### src/rrf_pkg.sv
// Shared types and constants for the RGB 3x3 rank filter.
`default_nettype none
package rrf_pkg;

    localparam int WIN_N      = 9;
    localparam int QDEPTH     = 4;
    localparam int QCNT_W     = $clog2(QDEPTH + 1);
    localparam int COL_W      = 11;
    localparam int ROW_W      = 12;
    localparam int KEY_W      = 10;
    localparam int CFG_IDX_W  = 2;
    localparam int CFG_DATA_W = 13;

    localparam logic [CFG_IDX_W-1:0] REG_WIDTH  = 2'd0;
    localparam logic [CFG_IDX_W-1:0] REG_HEIGHT = 2'd1;
    localparam logic [CFG_IDX_W-1:0] REG_MODE   = 2'd2;

    localparam logic [1:0] MODE_MEDIAN = 2'd0;
    localparam logic [1:0] MODE_MIN    = 2'd1;
    localparam logic [1:0] MODE_MAX    = 2'd2;

    localparam logic [3:0] RANK_MEDIAN = 4'd4;
    localparam logic [3:0] RANK_MIN    = 4'd0;
    localparam logic [3:0] RANK_MAX    = 4'd8;

    typedef struct packed {
        logic [7:0] red;
        logic [7:0] green;
        logic [7:0] blue;
    } rrf_pix_t;

    typedef struct packed {
        logic [7:0] in_blue;
        logic [7:0] in_green;
        logic [7:0] in_red;
        logic       frame_start;
    } rrf_in_t;

    typedef struct packed {
        logic [9:0]  out_x;
        logic [11:0] out_y;
        logic [7:0]  out_blue;
        logic [7:0]  out_green;
        logic [7:0]  out_red;
        logic        frame_done;
    } rrf_out_t;

    typedef struct packed {
        rrf_pix_t [WIN_N-1:0] win;
        logic [9:0]           x;
        logic [11:0]          y;
        logic                 done;
    } rrf_job_t;

    function automatic logic [KEY_W-1:0] pix_key(input rrf_pix_t p);
        pix_key = KEY_W'(p.red) + KEY_W'(p.green) + KEY_W'(p.blue);
    endfunction

endpackage
`default_nettype wire

### src/rrf_queue.sv
// Small FIFO of window jobs between front and back ends.
`default_nettype none
module rrf_queue import rrf_pkg::*; (
    input  wire logic              clk,
    input  wire logic              rst_n,
    input  wire logic              push,
    input  wire rrf_job_t          push_job,
    input  wire logic              pop,
    output logic                   avail,
    output rrf_job_t               head,
    output logic [QCNT_W-1:0]      level
);

    localparam int PW = $clog2(QDEPTH);

    rrf_job_t          mem_reg [QDEPTH];
    logic [PW-1:0]     wp_reg, rp_reg;
    logic [QCNT_W-1:0] cnt_reg;

    assign avail = cnt_reg != '0;
    assign head  = mem_reg[rp_reg];
    assign level = cnt_reg;

    always_ff @(posedge clk or negedge rst_n)
    begin
        if (!rst_n)
        begin
            wp_reg  <= '0;
            rp_reg  <= '0;
            cnt_reg <= '0;
        end
        else
        begin
            if (push)
                wp_reg <= wp_reg + PW'(1);
            if (pop)
                rp_reg <= rp_reg + PW'(1);
            cnt_reg <= cnt_reg + QCNT_W'(push) - QCNT_W'(pop);
        end
    end

    always_ff @(posedge clk)
    begin
        if (push)
            mem_reg[wp_reg] <= push_job;
    end

endmodule
`default_nettype wire

### config.mk
export PLATFORM = sky130hd
export DESIGN_NAME = rrf_queue
export DESIGN_NICKNAME = d
export VERILOG_FILES = /design/src/rrf_pkg.sv /design/src/rrf_queue.sv
export SDC_FILE = /design/constraint.sdc
export NUM_CORES = 1
export LEC_CHECK = 0
export BUFFER_PORTS_ARGS = -buffer_cell sky130_fd_sc_hd__buf_2
export CORE_ASPECT_RATIO = 2
export CORE_MARGIN = 10
export CORE_UTILIZATION = 61
export DETAILED_ROUTE_END_ITERATION = 16
export PLACE_DENSITY = 0.84
export RECOVER_POWER = 100
export SYNTH_ARGS = -nofsm -noshare
export SYNTH_HDL_FRONTEND = slang
export SYNTH_SLANG_ARGS = --single-unit
### constraint.sdc
create_clock -name clk -period 21.1 [get_ports clk]
set_input_delay 1.055 -clock clk [delete_from_list [all_inputs] [get_ports clk]]
set_output_delay 1.055 -clock clk [all_outputs]
set_load 0.02 [all_outputs]
# [Yosys cells after proc, flatten, opt, wreduce, memory -nomap -nowiden]
# Memories as Yosys holds them, arrays and structs flattened.
# Index checks and enable logic that the tools add are counted.
[totals] ff_bits=7 ramBits=956 wordCells=11 memories=1
[mem_list] memory="mem_reg" depth=4 width=239 read_ports=1 rd_ports_with_merged_regs=0 wr=1 line_no="rrf_queue.sv:16" source="rrf_job_t mem_reg [QDEPTH];"
[op_classes] n_addsub=4 muxes=2 n_reduce_logical=1
[op_table] operator="$add 2x1->2 const B" count=2
[op_table] operator="$add 3x1->3" count=1
[op_table] operator="$reduce_bool 3->1" count=1
[op_table] operator="$sub 3x1->3" count=1
[op_table] operator="$mux 1" count=2

# [Depth between registers and ports, before layout]
# Gate-level depths: netlist (run 1).
[depth] depth_word=2 depth_mapped=7 ltp_nobuf=7

# [Worst setup path before layout (run 1)]
# OpenSTA, ideal clock, no wires.
[synth_path] kind="input port to flip-flop" startpoint="input push" endpoint="memory mem_reg[0][0] (netlist name) (enable)" setup_time_ns=0.629 arrival_time_ns=6.462 required_time_ns=20.471 path_slack_ns=14.009 cell_stages=1 path_buffers=0 cell_sequence="and2_1"
[synth_between] elab_chain_len=2
[synth_rtl] item="start, declared" line_no="rrf_queue.sv:6" source="input wire logic push,"
[synth_rtl] item="$mux 1" line_no="rrf_queue.sv:44" source="if (push)"
[synth_rtl] item="$mux 1 (not written as such)" line_no="rrf_queue.sv:45" source="mem_reg[wp_reg] <= push_job;"
[synth_rtl] item="end, declared" line_no="rrf_queue.sv:16"
# No other way between the ends.

# [Final worst setup path (run 1)]
[layout_path] startpoint="input push" endpoint="memory mem_reg[3][115] (netlist name) (enable)"
# Same word-level chain as after synthesis.

==> metrics, run 1 <==
status complete, but fails checks; failing checks max-capacitance violations, max-slew violations; share of layout cells above drive strength 1 0.195; Syn Inst Count 1282; Max Slew Vio Count 1118; critical path peak fanout 136; I/O pin total 486; DRC marker count from the first detailed-route iteration 1488; most frequent cells after synthesis edfxtp_1, mux4_2, buf_2; area of the core 56500 um2; Worst Setup Start Kind input pin; cts repair resizes 0; Synth top area share 0.823; hold buffers post-CTS 0; largest cells by area after synthesis edfxtp_1, mux4_2, buf_6, dfrtp_1, buf_2; DR vias/cell 6.14; number of library cell types mapped by synthesis 15; total number of vias 16200; 1st-pass router iterations 5; Tcrit/Tclk final 0.502; post-synthesis cell area 34900 um2; DIE HEIGHT 358 um; Synth Flop Type edfxtp_1; CTS Sinks 963; number of cell rows 123; delay-heaviest family, CP buffers and inverters; Worst slew margin -4.56; critical path arrival 10.53 ns; vias in the first global route 17500; Final TNS setup 0 ns; peak supply drop 0.117 mV; post-CTS setup buffer count 0; Max Buffers Root-to-Sink 3; wire per inst 30.5 um; detailed placer's ending HPWL 49100 um; Ys Warns 0; Post-synth EDFFs 956; Max stage delay cell, worst path clkbuf_1; GR Overflow Total 0; DRC Markers 0; Root Buffer clkbuf_16; worst hold margin 0.397 ns; critical path class input pin to flip-flop; internal power 0.00400 W; Net Sw Frac 0.330; H-tree depth 3; RSZ-0062 raised after global routing false; CTS tree built; Req. time, crit path 21.04 ns; largest net degree at the start of global routing 137; logic gate share of total power 0.304; gpl congestion 0.777; HP Class input pin to asynchronous set/reset pin; hold violation count in the final report 0; largest area contributor in the synthesized netlist edfxtp_1; Layout Skew 0.0244 ns; All-Layer GR Usage 0.237; Die X 189 um; CTS clk-pin slew, worst paths 0.07 ns; Clock Power Share 0.242; Worst Tran Pin Value 8.35 ns; P_sw 0.00197 W; number of synthesized register bits 963; syn nets 1532; Port Buffers 485; Skew-Pair Late Insertion Delay 0.62 ns; first-pass GRT wire length 118000 um; max FFs per register 956; CP Cell Sequence clkbuf_1 -> and2_0 -> clkbuf_1; WP buf/inv 2; ys async rst share 0.00727; initial antenna violation count 20; die area 67700 um2; total CTS buffers 77; MaxCap Viol Count 18; synthesized area per cell 27.2 um2; DP Worst Slack 16.37 ns; post-layout util 0.707; Pwr Density 149 nW/um2; overall power 0.00596 W; final net count 2059; CP peak stage delay 6.04 ns; Detailed Route WL 80500 um; register area share after synthesis 0.828; fin crit period 10.59 ns; leakage 12.4 nW; initial core utilization 0.617; Worst Setup End Kind flip-flop; Fmax 0.0945 GHz; final worst slack 10.51 ns; most frequent cell after synthesis edfxtp_1; Final Setup Violations 0; Antenna Nets Post-Route 0; sequential share of power 0.454; Area growth, synth to finish 14.5%; Top cell by count, worst path clkbuf_1
==> power by group through the flow <==
stage / clock (W) / combinational [W] / sequential [W]
6_report: 0.00144 / 0.00181 / 0.00271
5_1_grt: 0.00153 / 0.00193 / 0.00274
4_1_cts: 0.00147 / 0.00192 / 0.00266
3_5_place_dp: 0 / 0.00189 / 0.00268
3_3_place_gp: 0 / 0.00186 / 0.00265
2_1_floorplan: 0 / 0.00134 / 0.00268
==> final timing paths <==
check / startpoint / end / slack (ns) / depth (start not counted)
max in group asynchronous: rst_n / rp_reg[1] / 20.29 / 1
worst max-delay path: push / mem_reg[3][115] / 10.51 / 3
worst max register to register: wp_reg[0] / mem_reg[3][115] / 10.76 / 3
worst min register to register: wp_reg[0] / wp_reg[0] / 0.55 / 1
min in group clk: wp_reg[0] / wp_reg[0] / 0.55 / 1
worst min-delay path: rst_n / level[0] / 0.40 / 1
==> per-layer routing <==
layer	track usage	part of all wire	vias up
met5	0	0.00063	-
met3	0.0579	0.10	152
met4	0.0996	0.036	8
li1	-	-	6640
met2	0.396	0.52	954
met1	0.294	0.34	8451
==> cell usage in the layout (no fill, tap or decap) <==
master,Yosys,final
clkinv_8,0,3
edfxtp_1,956,956
dfrtp_1,7,6
xor2_1,2,2
o21ai_0,1,1
or3_1,1,1
clkbuf_1,6,508
ha_1,6,6
buf_2,26,2
and2_0,0,4
inv_8,0,1
inv_1,6,6
clkinvlp_4,0,5
buf_12,0,1
diode_2,0,18
clkbuf_16,0,80
clkinv_1,0,10
clkinv_2,0,17
clkinv_4,0,4
fa_1,1,1
bufinv_16,0,8
buf_4,0,3
dfrtp_4,0,1
nand2_1,2,2
xnor2_1,3,3
mux4_2,239,239
==> per-stage QoR <==
step,instances,cell area (um2)
floorplan,1282,34900
global placement,2480,38000
detailed placement,2480,38000
CTS,2620,40500
global route,2634,39900
finish,2638,39900
==> logic make-up after synthesis <==
group,count (synthesis),share of synthesized area
AND/OR/NAND/NOR,7,0.00111
multiplexers,239,0.154
adder cells (fa/ha/maj),7,0.00273
XOR/XNOR,5,0.00126
AO/OA/AOI/OAI,1,0.000143
flip-flops,963,0.828
buffers and inverters,60,0.0121
==> area by class of cell <==
class / count / area [um2]
sequential: 963 / 28900
fill: 3343 / 16600
multi-input combinational: 259 / 5570
clock buffer: 92 / 2050
timing repair buffer: 502 / 1910
tap: 750 / 938
clock inverter: 48 / 495
antenna: 18 / 45.0
inverter: 6 / 22.5
==> worst reg2reg max path, cell delays in order (launching register included) <==
cell      delay [ns]
dfrtp_1         0.42
ha_1            0.16
and2_0          2.88
clkbuf_1        6.05
No activity file was read; power rests on OpenSTA's default activity.
==> run 2: changes to the inputs <==
Settings changed: CORE_UTILIZATION 61 to 51, PLACE_DENSITY 0.84 to 0.75.
Clock period 21.1 ns to 8.8 ns, I/O delays scaled along.
==> run 2 against run 1 <==
The flow still finishes with violations (max-capacitance violations, max-slew violations); power up 140%; cell area up 6.6%; register-to-register slack worse by 7.9 ns; die area rose by 18%; clock power grew 140%; sequential share of layout area decreased by 4.5 points; non-clock buffer count rose by 237; flip-flop and latch count stayed put; final cell count up 14%; worst hold slack worse by 0.27 ns; via count up 3.4%; first-iteration DRC count down 26%; critical path type is now flip-flop to flip-flop; largest cell class unchanged.
==> metrics, run 2 (synthesis results as in run 1) <==
leakage 13.4 nW; Die X 205 um; total area of sequential cells 28900 um2; Worst Setup End Kind flip-flop; Final TNS setup 0 ns; DRC marker count from the first detailed-route iteration 1106; Tcrit/Tclk final 0.679; GR Overflow Total 0; total number of vias 16800; Skew-Pair Late Insertion Delay 0.65 ns; All-Layer GR Usage 0.199; 1st-pass router iterations 5; peak supply drop 0.335 mV; Port Buffers 485; area of the core 67700 um2; share of layout cells above drive strength 1 0.176; DIE HEIGHT 390 um; H-tree depth 3; Worst slew margin -1.76; Area growth, synth to finish 22.0%; hold violation count in the final report 0; critical path class flip-flop to flip-flop; CTS tree built; initial antenna violation count 16; multi-input combinational cell area 5570 um2; DR vias/cell 5.56; RSZ-0062 raised after global routing false; max FFs per register 956; total CTS buffers 79; Max Slew Vio Count 241; wire per inst 26.1 um; DP Worst Slack 5.18 ns; first-pass GRT wire length 119000 um; critical path peak fanout 57; Layout Skew 0.0125 ns; most frequent cells in the layout edfxtp_1, clkbuf_1, mux4_2, dlygate4sd3_1, clkbuf_16; DRC Markers 0; Fmax 0.167 GHz; Final Setup Violations 0; status complete, but fails checks; die area 79900 um2; Root Buffer clkbuf_16; HP Class input pin to flip-flop; Req. time, crit path 8.97 ns; largest net degree at the start of global routing 147; number of cell rows 135; Worst Setup Start Kind flip-flop; failing checks max-capacitance violations, max-slew violations; critical path arrival 6.14 ns; Detailed Route WL 78700 um; commonest non-fill, non-tap cell in the layout edfxtp_1; Layout fillers 4624; Antenna Nets Post-Route 0; gpl congestion 0.768; final worst slack 2.83 ns; Pwr Density 334 nW/um2; CTS Sinks 963; final net count 2298; I/O pin total 486; Worst Tran Pin Value 4.14 ns; vias in the first global route 18400; detailed placer's ending HPWL 47600 um; CTS clk-pin slew, worst paths 0.07 ns; fin crit period 5.97 ns; cts repair resizes 0; initial core utilization 0.515; MaxCap Viol Count 5; Max Buffers Root-to-Sink 3
[run 2: cell types whose count changed in the layout (fill, tap and decap cells not counted), moves of 2 or more]
cell / previous run / this run
buf_12: 1 / 5
buf_2: 2 / 5
buf_4: 3 / 9
clkbuf_1: 508 / 502
clkinv_2: 17 / 13
clkinv_4: 4 / 1
clkinvlp_4: 5 / 3
diode_2: 18 / 16
dlygate4sd3_1: 0 / 239
inv_6: 0 / 5
[run 2: final cells by class]
class | count | share of cell area
clock inverters | 43 | 0.0104
multi-input cells | 259 | 0.131
clock buffers | 101 | 0.0487
inverters | 6 | 0.000530
repair buffers | 739 | 0.103
flip-flops and latches | 963 | 0.679
diodes | 16 | 0.000941
well taps | 890 | 0.0262
[run 2: path summary, 6_finish.rpt]
check / start / endpoint / slack (ns) / cells past startpoint
worst max-delay path: wp_reg[0] / mem_reg[2][129] / 2.83 / 4
worst min-delay path: push / wp_reg[0] / 0.12 / 2
worst max register to register: wp_reg[0] / mem_reg[2][129] / 2.83 / 4
worst min register to register: wp_reg[0] / wp_reg[0] / 0.54 / 1
max in group asynchronous: rst_n / rp_reg[1] / 8.17 / 2
min in group asynchronous: rst_n / level[1] / 0.28 / 2
[run 2: worst max-delay path, stage by stage, from the launching register on]
cell and delay [ns]:
dfrtp_1 0.43, inv_1 0.10, ha_1 0.14, and2_0 2.11, clkbuf_1 2.64
[run 2: metrics by stage]
stage	util	hold WS (ns)	std cells	total power, W	area (um2)
after floorplan	-	0.144	1282	0.00964	34900
after global placement	0.564	0.292	2618	0.0109	38200
after detailed placement	0.564	0.295	2618	0.0110	38200
after CTS	0.636	0.00624	3001	0.0145	43100
after global routing	0.628	0.0948	3009	0.0148	42500
final	0.628	0.123	3017	0.0142	42500
[run 2: metal layers]
layer / wire length, um / track usage
met1: 28100 / 0.239
met4: 2130 / 0.0722
met2: 41100 / 0.328
met3: 7410 / 0.0668
met5: 38 / 0
[run 2: timing repair]
item	4_1_cts	5_1_grt
hold buffers	239	0
setup buffers	0	0
hold endpoints to repair	956	0
[run 2: report_power, final]
part           total [W]  switching (W)  internal, W
sequential       0.00628       0.000255      0.00603
clock            0.00344        0.00155      0.00189
combinational    0.00447        0.00287      0.00160
total             0.0142        0.00467      0.00952
