$ cat src/rrf_pkg.sv
// Shared types and constants for the RGB 3x3 rank filter.
`default_nettype none
package rrf_pkg;

    localparam int WIN_N      = 9;
    localparam int QDEPTH     = 4;
    localparam int QCNT_W     = $clog2(QDEPTH + 1);
    localparam int COL_W      = 11;
    localparam int ROW_W      = 12;
    localparam int KEY_W      = 10;
    localparam int CFG_IDX_W  = 2;
    localparam int CFG_DATA_W = 13;

    localparam logic [CFG_IDX_W-1:0] REG_WIDTH  = 2'd0;
    localparam logic [CFG_IDX_W-1:0] REG_HEIGHT = 2'd1;
    localparam logic [CFG_IDX_W-1:0] REG_MODE   = 2'd2;

    localparam logic [1:0] MODE_MEDIAN = 2'd0;
    localparam logic [1:0] MODE_MIN    = 2'd1;
    localparam logic [1:0] MODE_MAX    = 2'd2;

    localparam logic [3:0] RANK_MEDIAN = 4'd4;
    localparam logic [3:0] RANK_MIN    = 4'd0;
    localparam logic [3:0] RANK_MAX    = 4'd8;

    typedef struct packed {
        logic [7:0] red;
        logic [7:0] green;
        logic [7:0] blue;
    } rrf_pix_t;

    typedef struct packed {
        logic [7:0] in_blue;
        logic [7:0] in_green;
        logic [7:0] in_red;
        logic       frame_start;
    } rrf_in_t;

    typedef struct packed {
        logic [9:0]  out_x;
        logic [11:0] out_y;
        logic [7:0]  out_blue;
        logic [7:0]  out_green;
        logic [7:0]  out_red;
        logic        frame_done;
    } rrf_out_t;

    typedef struct packed {
        rrf_pix_t [WIN_N-1:0] win;
        logic [9:0]           x;
        logic [11:0]          y;
        logic                 done;
    } rrf_job_t;

    function automatic logic [KEY_W-1:0] pix_key(input rrf_pix_t p);
        pix_key = KEY_W'(p.red) + KEY_W'(p.green) + KEY_W'(p.blue);
    endfunction

endpackage
`default_nettype wire

$ cat src/rrf_back.sv
// Back end: key sums, stable rank count and selection into the output register.
`default_nettype none
module rrf_back import rrf_pkg::*; (
    input  wire logic     clk,
    input  wire logic     rst_n,
    input  wire logic     avail,
    input  wire rrf_job_t head,
    output logic          pop,
    input  wire logic [1:0] cfg_mode,
    output logic          out_valid,
    input  wire logic     out_stall,
    output rrf_out_t      out_data
);

    logic                       s1_v_reg;
    rrf_job_t                   s1_job_reg;
    logic [WIN_N-1:0][KEY_W-1:0] s1_key_reg;
    logic                       o_v_reg;
    rrf_out_t                   o_reg;
    logic                       o_adv, s1_adv;
    logic [3:0]                 target;
    logic [3:0]                 rank [WIN_N];
    rrf_pix_t                   sel;

    assign o_adv     = !o_v_reg || !out_stall;
    assign s1_adv    = !s1_v_reg || o_adv;
    assign pop       = avail && s1_adv;
    assign out_valid = o_v_reg;
    assign out_data  = o_reg;

    always_comb
    begin
        case (cfg_mode)
            MODE_MIN: target = RANK_MIN;
            MODE_MAX: target = RANK_MAX;
            default:  target = RANK_MEDIAN;
        endcase
        sel = s1_job_reg.win[4];
        for (int i = 0; i < WIN_N; i++)
        begin
            rank[i] = '0;
            for (int j = 0; j < WIN_N; j++)
            begin
                if ((s1_key_reg[j] < s1_key_reg[i]) ||
                    ((s1_key_reg[j] == s1_key_reg[i]) && (j < i)))
                    rank[i] = rank[i] + 4'd1;
            end
        end
        for (int i = WIN_N - 1; i >= 0; i--)
        begin
            if (rank[i] == target)
                sel = s1_job_reg.win[i];
        end
    end

    always_ff @(posedge clk or negedge rst_n)
    begin
        if (!rst_n)
        begin
            s1_v_reg <= 1'b0;
            o_v_reg  <= 1'b0;
        end
        else
        begin
            if (s1_adv)
                s1_v_reg <= avail;
            if (o_adv)
                o_v_reg <= s1_v_reg;
        end
    end

    always_ff @(posedge clk)
    begin
        if (pop)
        begin
            s1_job_reg <= head;
            for (int i = 0; i < WIN_N; i++)
                s1_key_reg[i] <= pix_key(head.win[i]);
        end
        if (o_adv && s1_v_reg)
        begin
            o_reg.out_x      <= s1_job_reg.x;
            o_reg.out_y      <= s1_job_reg.y;
            o_reg.out_blue   <= sel.blue;
            o_reg.out_green  <= sel.green;
            o_reg.out_red    <= sel.red;
            o_reg.frame_done <= s1_job_reg.done;
        end
    end

endmodule
`default_nettype wire

$ cat config.mk
export PLATFORM = sky130hd
export DESIGN_NAME = rrf_back
export DESIGN_NICKNAME = d
export VERILOG_FILES = /design/src/rrf_pkg.sv /design/src/rrf_back.sv
export SDC_FILE = /design/constraint.sdc
export NUM_CORES = 1
export LEC_CHECK = 0
export ABC_AREA = 0
export BUFFER_PORTS_ARGS = -buffer_cell sky130_fd_sc_hd__clkbuf_2
export CORE_ASPECT_RATIO = 1.4
export CORE_UTILIZATION = 31
export CTS_CLUSTER_SIZE = 16
export DETAILED_ROUTE_END_ITERATION = 10
export HOLD_SLACK_MARGIN = 0.03
export PLACE_DENSITY_LB_ADDON = 0.25
export SYNTH_ARGS = -nofsm -noshare
export SYNTH_HDL_FRONTEND = slang
export SYNTH_SLANG_ARGS = --single-unit
$ cat constraint.sdc
create_clock -name clk -period 16.58 [get_ports clk]
set_input_delay 0 -clock clk [delete_from_list [all_inputs] [get_ports clk]]
set_output_delay 0 -clock clk [all_outputs]
set_load 0.05 [all_outputs]
* Word-level counts from Yosys, hierarchy flattened
Cells that the tools add are included.
** Storage, ports and cells
- Register bits :: 378
- Input bits :: 245
- Output and inout port bits :: 49
- Logic and storage cells :: 399
** Operators by class
- Add/subtract/negate cells :: 90
- Magnitude comparators :: 81
- Equality and inequality tests :: 47
- Multiplexer cells :: 91
- Reduce and logical (&&, ||, !) cells :: 43
** Operator list (count)
- less-than comparator 10 bit :: 81
- == test 10 bit :: 36
- 2-to-1 mux 4 bit :: 69
- adder 4 x 1 -> 4 bit (second input constant) :: 61
- 2-to-1 mux 24 bit :: 9
- adder 9 x 8 -> 10 bit :: 9
- adder 8 x 8 -> 9 bit :: 9
- logical OR 1 bit :: 38
- == test 4 bit :: 9
- adder 1 x 1 -> 2 bit (second input constant) :: 8
- 2-to-1 mux 1 bit :: 9
- one-hot mux 4 bit (2 select lines) :: 1
- adder 2 x 1 -> 3 bit (second input constant) :: 2
- adder 3 x 1 -> 4 bit (second input constant) :: 1
- 2-to-1 mux 2 bit :: 2
- logical NOT 1 bit :: 3
- 2-to-1 mux 3 bit :: 1
- == test 2 x 1 -> 1 bit (second input constant) :: 1
- == test 2 bit (second input constant) :: 1
- logical AND 1 bit :: 2

* Logic depth before layout (Yosys ltp)
Gate-level depths: netlist of run 1.
- Depth after elaboration :: 29
- Gate-level depth with buffers :: 38
- Gate-level depth less buffers :: 36

* Worst setup path before layout of run 1
OpenSTA, ideal clock, no wires.
- Path kind :: reg2reg
- Start point :: reg o_v_reg, in the netlist out_valid
- End point :: reg s1_job_reg[0] (netlist name) (enable)
- Library setup time :: 751 ps
- Arrival :: 8533 ps
- Data required time :: 15829 ps
- Setup slack :: 7296 ps
- Stages on the path, launching flop included :: 3
- Buffers on the path :: 0
- Period minus slack after synthesis :: 9284 ps
- Path through :: dfrtp_1 nand3_1 and2_1
** Between the ends
- Longest elaborated chain between the ends :: 4
** Ends and longest elaborated chain
- start, declared :: RTL line rrf_back.sv:18 : logic o_v_reg;
- start signal, assigned :: RTL line rrf_back.sv:68 : o_v_reg <= s1_v_reg;
- logical NOT 1 bit :: RTL line rrf_back.sv:25 : assign o_adv = !o_v_reg || !out_stall;
- logical OR 1 bit :: RTL line rrf_back.sv:25
- logical OR 1 bit :: RTL line rrf_back.sv:26 : assign s1_adv = !s1_v_reg || o_adv;
- logical AND 1 bit :: RTL line rrf_back.sv:27 : assign pop = avail && s1_adv;
- via pop :: RTL line rrf_back.sv:8 : output logic pop,
- end signal, assigned :: RTL line rrf_back.sv:76 : s1_job_reg <= head;
- end, declared :: RTL line rrf_back.sv:16 : rrf_job_t s1_job_reg;
The timed path passes the listed nets, and every way through them passes these cells.
A chain may end at the register's enable or synchronous reset.

==> results.py, run 1 <==
metrics = {
    "outcome": {
        "status": "complete, no violations",
    },
    "yosys": {
        "synth-seq-cells": 378,
        "yosysMostFrequentCell": "ha_1",
        "postSynthCellCount": 2817,
        "syn-num-nets": 3630,
        "synth-main-ff-cell": "edfxtp_1",
        "async_flop_share_pct": 0.529,
        "ys_top_cells_by_count": "ha_1 (487), edfxtp_1 (376), inv_1 (330)",
        "yosys_warnings": 0,
        "avgSynthCellArea_sq_um": 10.9,
        "synth_edf_count": 376,
        "synth.largest_area_cell": "edfxtp_1",
        "ys_types": 95,
        "synth_area_sq_um": 30600,
        "synth_area_leaders": "edfxtp_1 (37%), ha_1 (20%), fa_1 (5.3%)",
        "yosysTopAreaCellShare_pct": 36.9,
        "ys_seq_area_share_pct": 37.0,
    },
    "cells_and_area": {
        "largest_reg_flops": 239,
        "areaGrowthSynthToFinish_pct": 22.2,
        "final_nets": 4190,
        "final_area_sq_um": 37400,
        "nFillCells": 9691,
        "antenna_cells": 0,
        "drive_above_1_share_pct": 12.7,
    },
    "detailed_routing": {
        "dr.pass1.iters": 5,
        "detail-route-antenna-nets": 0,
        "first_iter_violations": 1620,
        "avgRoutedWirePerCell_microns": 24.3,
        "drt-total-wl_mm": 114,
        "drc": 0,
        "vias": 24500,
        "post_drt_via_cell_ratio": 5.20,
    },
    "global_route": {
        "grt_first_pass_wirelength_mm": 165,
        "met3_usage_pct": 1.64,
        "antenna_found_initial": 0,
        "grt_max_degree": 174,
        "overflow": 0,
        "grt_usage_pct": 22.7,
        "use_met1_pct": 24.5,
        "top_usage_layer": "met2",
        "use_met2_pct": 41.5,
        "grt_pass1_vias": 25300,
    },
    "timing": {
        "hold_slack_ps": 155,
        "fin_crit_sh_pct": 54.7,
        "grt_setup_unrepaired": "no",
        "skew_ps": 26.6,
        "final.min_clock_period_ps": 9070,
        "hold_violations": 0,
        "layout_setup_ws_ps": 7510,
        "tightest_slew_ps": 1160,
        "tns_ps": 0,
        "timing_max_transition_violations_final": 0,
        "setup_viol": 0,
        "slew_headroom_pct": 22.4,
        "clock.fmax_mhz": 110,
    },
    "placed_design": {
        "placed_cell_area_sq_um": 33900,
        "dp_hpwl_mm": 90.7,
        "io_buffers": 293,
        "gp_congestion": 0.949,
        "dp_slack_ps": 7600,
    },
    "worst_setup_path": {
        "crit-reg2reg-launch": "s1_key_reg[27]",
        "start_kind": "flip-flop",
        "cp_slowest_stage_delay_ps": 950,
        "reg2reg_to": "out_data[1]",
        "worstPathRequired_ps": 16840,
        "crit_type": "flip-flop to flip-flop",
        "r2r_cells": 35,
        "path_max_fanout": 27,
        "end_kind": "flip-flop",
        "slowest_stage": "a221oi_1",
        "r2r_slack_ps": 7510,
        "cp_common_cell": "ha_1",
        "arrival_ps": 9330,
    },
    "run": {
        "maxCapViolations": 0,
    },
    "clock_network": {
        "clock_latency_ps": 560,
        "clk_pin_slew_ps": 70,
        "h-tree-depth": 2,
        "cts_buffer_depth": 3,
        "cts_buffers": 36,
        "postCtsSetupRepairBufs": 0,
        "clockRootBuffer": "clkbuf_16",
        "tritoncts": "done",
        "cts.sinks": 378,
    },
    "floorplan": {
        "initial_core_util_pct": 31.2,
        "row_count": 136,
        "core_area_sq_um": 98000,
        "ioPinCount": 294,
        "dieWidth_microns": 268,
        "die_h_microns": 374,
        "die-area_sq_um": 100000,
    },
    "min_path": {
        "min_from": "head[10]",
        "min_path_type": "input pin to flip-flop",
        "hold_depth": 2,
        "hold_path_end": "s1_job_reg[10]",
    },
}
## cell usage in the layout, fill, tap and decap left out, types with 9 or more instances in the layout
cell / Yosys / routed
a211oi_1: 25 / 25
a21o_1: 89 / 89
a21oi_1: 172 / 172
a221o_1: 9 / 9
a221oi_1: 30 / 30
a311o_1: 23 / 23
a31oi_1: 10 / 9
and2_1: 14 / 13
and3_1: 19 / 19
and4_1: 13 / 13
buf_4: 0 / 37
clkbuf_16: 0 / 36
clkbuf_2: 0 / 293
dlygate4sd3_1: 0 / 244
edfxtp_1: 376 / 376
fa_1: 81 / 81
ha_1: 487 / 487
inv_1: 330 / 330
mux2i_1: 38 / 37
nand2_1: 161 / 161
nand2b_1: 39 / 39
nand3_1: 47 / 47
nand4_1: 63 / 63
nor2_1: 103 / 103
nor2b_1: 27 / 27
nor3_1: 36 / 36
o211ai_1: 52 / 52
o21a_1: 18 / 18
o21ai_0: 71 / 70
o21ai_1: 8 / 9
o21bai_1: 24 / 24
o22ai_1: 27 / 27
o31ai_1: 34 / 33
or3_1: 10 / 10
xnor2_1: 102 / 102
xnor3_1: 17 / 17
xor2_1: 46 / 46
## cell type report
type                            count  area, sq um  share of cell area [%]
Inverter                          337         1260                    3.38
Sequential cell                   378        11300                    30.3
Timing Repair Buffer              575         4210                    11.2
Tap cell                         1311         1640                    4.38
Multi-Input combinational cell   2049        17800                    47.7
Clock buffer                       42          923                    2.47
Clock inverter                     20          203                   0.542
## kinds of logic after synthesis
| kind of cell | Yosys count | share of synthesized area [%] |
|---|---|---|
| simple gates | 569 | 9.43 |
| fa+ha+maj | 568 | 25.2 |
| flops | 378 | 37.0 |
| buf+inv | 390 | 4.88 |
| mux | 48 | 1.68 |
| xor+xnor | 169 | 5.79 |
| compound gates | 695 | 16.0 |
## per-layer routing
metal  vias to the layer above  share of wire, %
met1                     11800                37
met2                       744                51
li1                      11700                 -
met3                       251               3.3
met5                         -                 0
met4                         0               8.0
## critical path, delay by kind of cell (launching register included)
family          cells  cell delay, ps
flops               1             600
simple gates        6            1000
compound gates     15            3860
buf+inv             5             680
mux                 1             270
xor+xnor            1             170
fa+ha+maj           7            2130
## through the flow
stage / cells / utilization, %
final: 4712 / 38.2
after global routing: 4712 / 38.2
after CTS: 4712 / 38.2
after detailed placement: 4406 / 34.5
after global placement: 4406 / 34.5
after floorplan: 2817 / -
## how the worst max path moves through the flow
stage	start	to	slack (ps)	cells after the start
CTS	s1_key_reg[27]	out_data[14]	7560	33
detailed placement	s1_key_reg[17]	out_data[14]	7600	34
finish	s1_key_reg[27]	out_data[1]	7510	35
global route	s1_key_reg[17]	out_data[14]	6900	35
floorplan	out_valid	s1_job_reg[0]	7300	2
global placement	s1_key_reg[33]	out_data[1]	7750	34
## timing repair
action,in CTS,in global routing
gates resized for setup,0,0
hold buffers,244,0
hold endpoints to repair,269,0
Power of run 1 is left out: the tool's default activity adds up to more than one toggle a clock period on the data nets, which glitch-free logic cannot reach.
==> inputs of run 2 (changes only) <==
==> constraint.sdc (replaced) <==
create_clock -name clk -period 8.8 [get_ports clk]
set_input_delay 0 -clock clk [delete_from_list [all_inputs] [get_ports clk]]
set_output_delay 0 -clock clk [all_outputs]
set_load 0.05 [all_outputs]
==> run 2 against run 1 <==
Effect of this change:
- final area is 1.9% higher
- global-route usage grew 0.90 points
- worst hold slack better by 14 ps
- setup slack got worse by 7100 ps
- sequential cell count unchanged
- non-clock buffer count up 76
- first-iteration DRC count shrank 12%
- via count is 2.0% higher
- critical path depth did not move
- critical path type unchanged
==> results.py, run 2 (synthesis results as in run 1) <==
metrics = {
    "outcome": {
        "status": "complete, no violations",
    },
    "clock_network": {
        "cts.sinks": 378,
        "tritoncts": "done",
        "clock_latency_ps": 550,
        "cts_buffer_depth": 3,
        "clk_pin_slew_ps": 70,
        "cts_buffers": 35,
        "h-tree-depth": 2,
        "clockRootBuffer": "clkbuf_16",
    },
    "global_route": {
        "overflow": 0,
        "grt_usage_pct": 23.6,
        "grt_max_degree": 132,
        "grt_first_pass_wirelength_mm": 171,
        "grt_pass1_vias": 25600,
        "antenna_found_initial": 4,
    },
    "worst_setup_path": {
        "cp_slowest_stage_delay_ps": 590,
        "r2r_cells": 35,
        "cp_common_cell": "ha_1",
        "end_kind": "flip-flop",
        "worstPathRequired_ps": 9190,
        "arrival_ps": 8740,
        "slowest_stage": "o31ai_1",
        "start_kind": "flip-flop",
        "crit_type": "flip-flop to flip-flop",
        "path_max_fanout": 10,
    },
    "floorplan": {
        "die_h_microns": 374,
        "initial_core_util_pct": 31.2,
        "die-area_sq_um": 100000,
        "ioPinCount": 294,
        "row_count": 136,
        "core_area_sq_um": 98000,
        "dieWidth_microns": 268,
    },
    "placed_design": {
        "gp_congestion": 0.983,
        "dp_hpwl_mm": 96.7,
        "placed_cells": 4475,
        "io_buffers": 293,
    },
    "timing": {
        "slew_headroom_pct": 12.2,
        "skew_ps": 21.0,
        "grt_setup_unrepaired": "no",
        "fin_crit_sh_pct": 94.9,
        "clock.fmax_mhz": 120,
        "tightest_slew_ps": 1310,
        "setup_viol": 0,
        "tns_ps": 0,
        "hold_violations": 0,
        "final.min_clock_period_ps": 8350,
        "timing_max_transition_violations_final": 0,
    },
    "cells_and_area": {
        "final_nets": 4266,
        "fin_util_pct": 38.9,
        "areaGrowthSynthToFinish_pct": 24.6,
        "drive_above_1_share_pct": 14.9,
        "final_common_cell": "ha_1",
        "most-common-layout-cells": "ha_1 (487), edfxtp_1 (376), inv_1 (330), clkbuf_2 (293), dlygate4sd3_1 (244)",
        "final_cells": 4791,
        "largest_reg_flops": 239,
    },
    "detailed_routing": {
        "dr.pass1.iters": 6,
        "vias": 25000,
        "avgRoutedWirePerCell_microns": 24.9,
        "post_drt_via_cell_ratio": 5.22,
        "drt-total-wl_mm": 119,
        "first_iter_violations": 1424,
        "detail-route-antenna-nets": 0,
        "drc": 0,
    },
    "run": {
        "maxCapViolations": 0,
    },
    "min_path": {
        "min_path_type": "input pin to flip-flop",
        "hold_depth": 2,
    },
}
==> run 2: changes by cell type in the layout (fill, tap and decap cells not counted), moves of 2 or more <==
cell,change
buf_12,+5
clkinv_2,+2
buf_4,+71
diode_2,+2
clkbuf_1,-3
inv_6,-2
clkinvlp_4,+2
clkinv_8,-2
==> run 2: cell type report <==
cell class              instances  area (sq um)
fillers                      9651         59900
multi-input cells            2050         17900
flip-flops and latches        378         11300
repair buffers                651          4840
well taps                    1311          1640
inverters                     337          1260
clock buffers                  40           937
clock inverters                22           216
diodes                          2          5.00
==> run 2: stage by stage <==
stage | hold WS, ps | instance area, sq um | setup slack (ps)
floorplan | -296 | 30600 | 1700
global placement | -208 | 34400 | 194
detailed placement | -209 | 34400 | 150
CTS | 135 | 38000 | 119
global route | 161 | 38200 | 28.7
finish | 169 | 38200 | 448
==> run 2: critical path: cells and delay by family (launching register included) <==
family	cells	cell delay, ps
DFF	1	480
buffers and inverters	8	1150
xor gates and xnor gates	2	600
adders and majority gates	7	1900
AOI/OAI and AO/OA	12	2600
and+or+nand+nor	3	450
muxes	3	1000
==> run 2: repair_timing <==
action	CTS	global route
hold endpoints to repair	272	0
endpoints found under the setup margin	0	24
buffers inserted	0	7
hold buffers	244	0
gates resized for setup	0	10
==> run 2: worst paths after layout <==
check	from	slack [ps]	endpoint
worst max-delay path	s1_key_reg[53]	450	out_data[8]
worst min-delay path	head[5]	170	s1_job_reg[5]
worst max register to register	s1_key_reg[53]	450	out_data[8]
worst min register to register	s1_job_reg[1]	420	out_data[25]
max in group asynchronous	rst_n	8370	out_valid
min in group asynchronous	rst_n	310	s1_v_reg
==> run 2: metal layers <==
metal | GRT usage (%) | share of wire, % | wire length, microns
met5 | 0 | 0.012 | 14
met4 | 17.6 | 8.9 | 10600
met3 | 2.19 | 3.8 | 4480
met2 | 43.2 | 51 | 61000
met1 | 24.8 | 36 | 43200
Power of run 2 is left out for the same reason.
==> inputs of run 3 (changes only) <==
--- a/config.mk
+++ b/config.mk
@@ -8,6 +8,7 @@
 export ABC_AREA = 0
 export BUFFER_PORTS_ARGS = -buffer_cell sky130_fd_sc_hd__clkbuf_2
 export CORE_ASPECT_RATIO = 1.4
+export CORE_MARGIN = 3
 export CORE_UTILIZATION = 31
 export CTS_CLUSTER_SIZE = 16
 export DETAILED_ROUTE_END_ITERATION = 10
==> run 3 against run 2 <==
Effect of this change:
- final cell count unchanged
- sequential cell count did not move
- core utilization is 0.26 points higher
- final area hardly changed
- global-route usage is 0.82 points lower
- non-clock buffer count is 13 higher
- fmax decreased by 0.13%
- register-to-register slack about the same
- first-iteration DRC count increased by 7.1%
- critical endpoint is now out_data[5]
- largest cell class unchanged
- highest routed layer unchanged
==> results.py, run 3 (synthesis results as in run 1) <==
metrics = {
    "cells_and_area": {
        "largest_reg_flops": 239,
        "final_nets": 4277,
        "most-common-layout-cells": "ha_1 (487), edfxtp_1 (376), inv_1 (330), clkbuf_2 (293), dlygate4sd3_1 (244)",
        "areaGrowthSynthToFinish_pct": 24.5,
        "drive_above_1_share_pct": 15.1,
        "final_common_cell": "ha_1",
    },
    "worst_setup_path": {
        "cp_slowest_stage_delay_ps": 690,
        "crit_buf_inv": 4,
        "cp_common_cell": "ha_1",
        "worstPathRequired_ps": 9080,
        "start_kind": "flip-flop",
        "arrival_ps": 8640,
        "slowest_stage": "a221oi_1",
        "worst_path_dominant_cell_family": "compound AO/OA/AOI/OAI gates",
        "crit_type": "flip-flop to flip-flop",
        "end_kind": "flip-flop",
        "path_max_fanout": 49,
    },
    "floorplan": {
        "row_count": 135,
        "die-area_sq_um": 103000,
        "core_area_sq_um": 97300,
        "dieWidth_microns": 272,
        "initial_core_util_pct": 31.5,
        "die_h_microns": 378,
        "ioPinCount": 294,
    },
    "detailed_routing": {
        "detail-route-antenna-nets": 0,
        "post_drt_via_cell_ratio": 5.24,
        "avgRoutedWirePerCell_microns": 24.8,
        "first_iter_violations": 1525,
        "drc": 0,
        "dr.pass1.iters": 5,
        "drt-total-wl_mm": 119,
        "vias": 25100,
    },
    "timing": {
        "setup_viol": 0,
        "timing_max_transition_violations_final": 0,
        "final.min_clock_period_ps": 8360,
        "grt_setup_unrepaired": "no",
        "layout_setup_ws_ps": 438,
        "skew_ps": 22.8,
        "slew_headroom_pct": 25.5,
        "hold_slack_ps": 152,
        "hold_violations": 0,
        "tns_ps": 0,
        "clock.fmax_mhz": 120,
        "tightest_slew_ps": 1120,
        "fin_crit_sh_pct": 95.0,
    },
    "clock_network": {
        "cts_buffers": 34,
        "tritoncts": "done",
        "clockRootBuffer": "clkbuf_16",
        "cts_buffer_depth": 3,
        "cts.sinks": 378,
        "clk_pin_slew_ps": 70,
        "clock_latency_ps": 560,
        "h-tree-depth": 2,
        "postCtsSetupRepairBufs": 0,
    },
    "placed_design": {
        "dp_hpwl_mm": 95.0,
        "io_buffers": 293,
        "gp_congestion": 0.976,
        "dp_slack_ps": 423,
    },
    "outcome": {
        "status": "complete, no violations",
    },
    "global_route": {
        "grt_usage_pct": 22.8,
        "overflow": 0,
        "antenna_found_initial": 3,
        "grt_max_degree": 154,
        "grt_pass1_vias": 25500,
        "grt_first_pass_wirelength_mm": 171,
    },
    "min_path": {
        "min_path_type": "input pin to flip-flop",
    },
    "run": {
        "maxCapViolations": 0,
    },
}
-- run 3: routing by layer --
| layer | track usage, % | share of wire [%] | wire length (microns) |
|---|---|---|---|
| met1 | 24.7 | 37 | 43800 |
| met2 | 41.1 | 50 | 59500 |
| met3 | 2.59 | 4.5 | 5360 |
| met4 | 16.1 | 8.5 | 10100 |
| met5 | 0 | 0.011 | 13 |
-- run 3: timing repair --
action / 4_1_cts / 5_1_grt
setup endpoints to repair: 0 / 1
hold buffers: 244 / 0
resized for setup: 0 / 1
endpoints found under the hold margin: 287 / 0
-- run 3: metrics by stage --
stage | cell area, sq um | util, % | cells
floorplan | 30600 | - | 2817
global placement | 34600 | 35.5 | 4485
detailed placement | 34600 | 35.5 | 4485
CTS | 38100 | 39.2 | 4790
global route | 38100 | 39.2 | 4790
finish | 38100 | 39.2 | 4791
-- run 3: layout make-up --
class	count	area [sq um]
diodes	1	2.50
clock buffers	38	887
clock inverters	23	225
fillers	9565	59200
inverters	337	1260
multi-input cells	2049	17800
flip-flops and latches	378	11300
well taps	1301	1630
repair buffers	664	4920
-- run 3: path summary, 6_finish.rpt --
| kind | slack, ps | from | cells past startpoint | end |
|---|---|---|---|---|
| setup / recovery | 440 | s1_key_reg[19] | 32 | out_data[5] |
| hold / removal | 150 | head[22] | 2 | s1_job_reg[22] |
| setup reg to reg | 440 | s1_key_reg[19] | 32 | out_data[5] |
| hold reg to reg | 410 | s1_job_reg[7] | 0 | out_data[31] |
| max in group asynchronous | 8330 | rst_n | 3 | out_valid |
| min in group asynchronous | 340 | rst_n | 3 | s1_v_reg |
Power of run 3 is left out for the same reason.
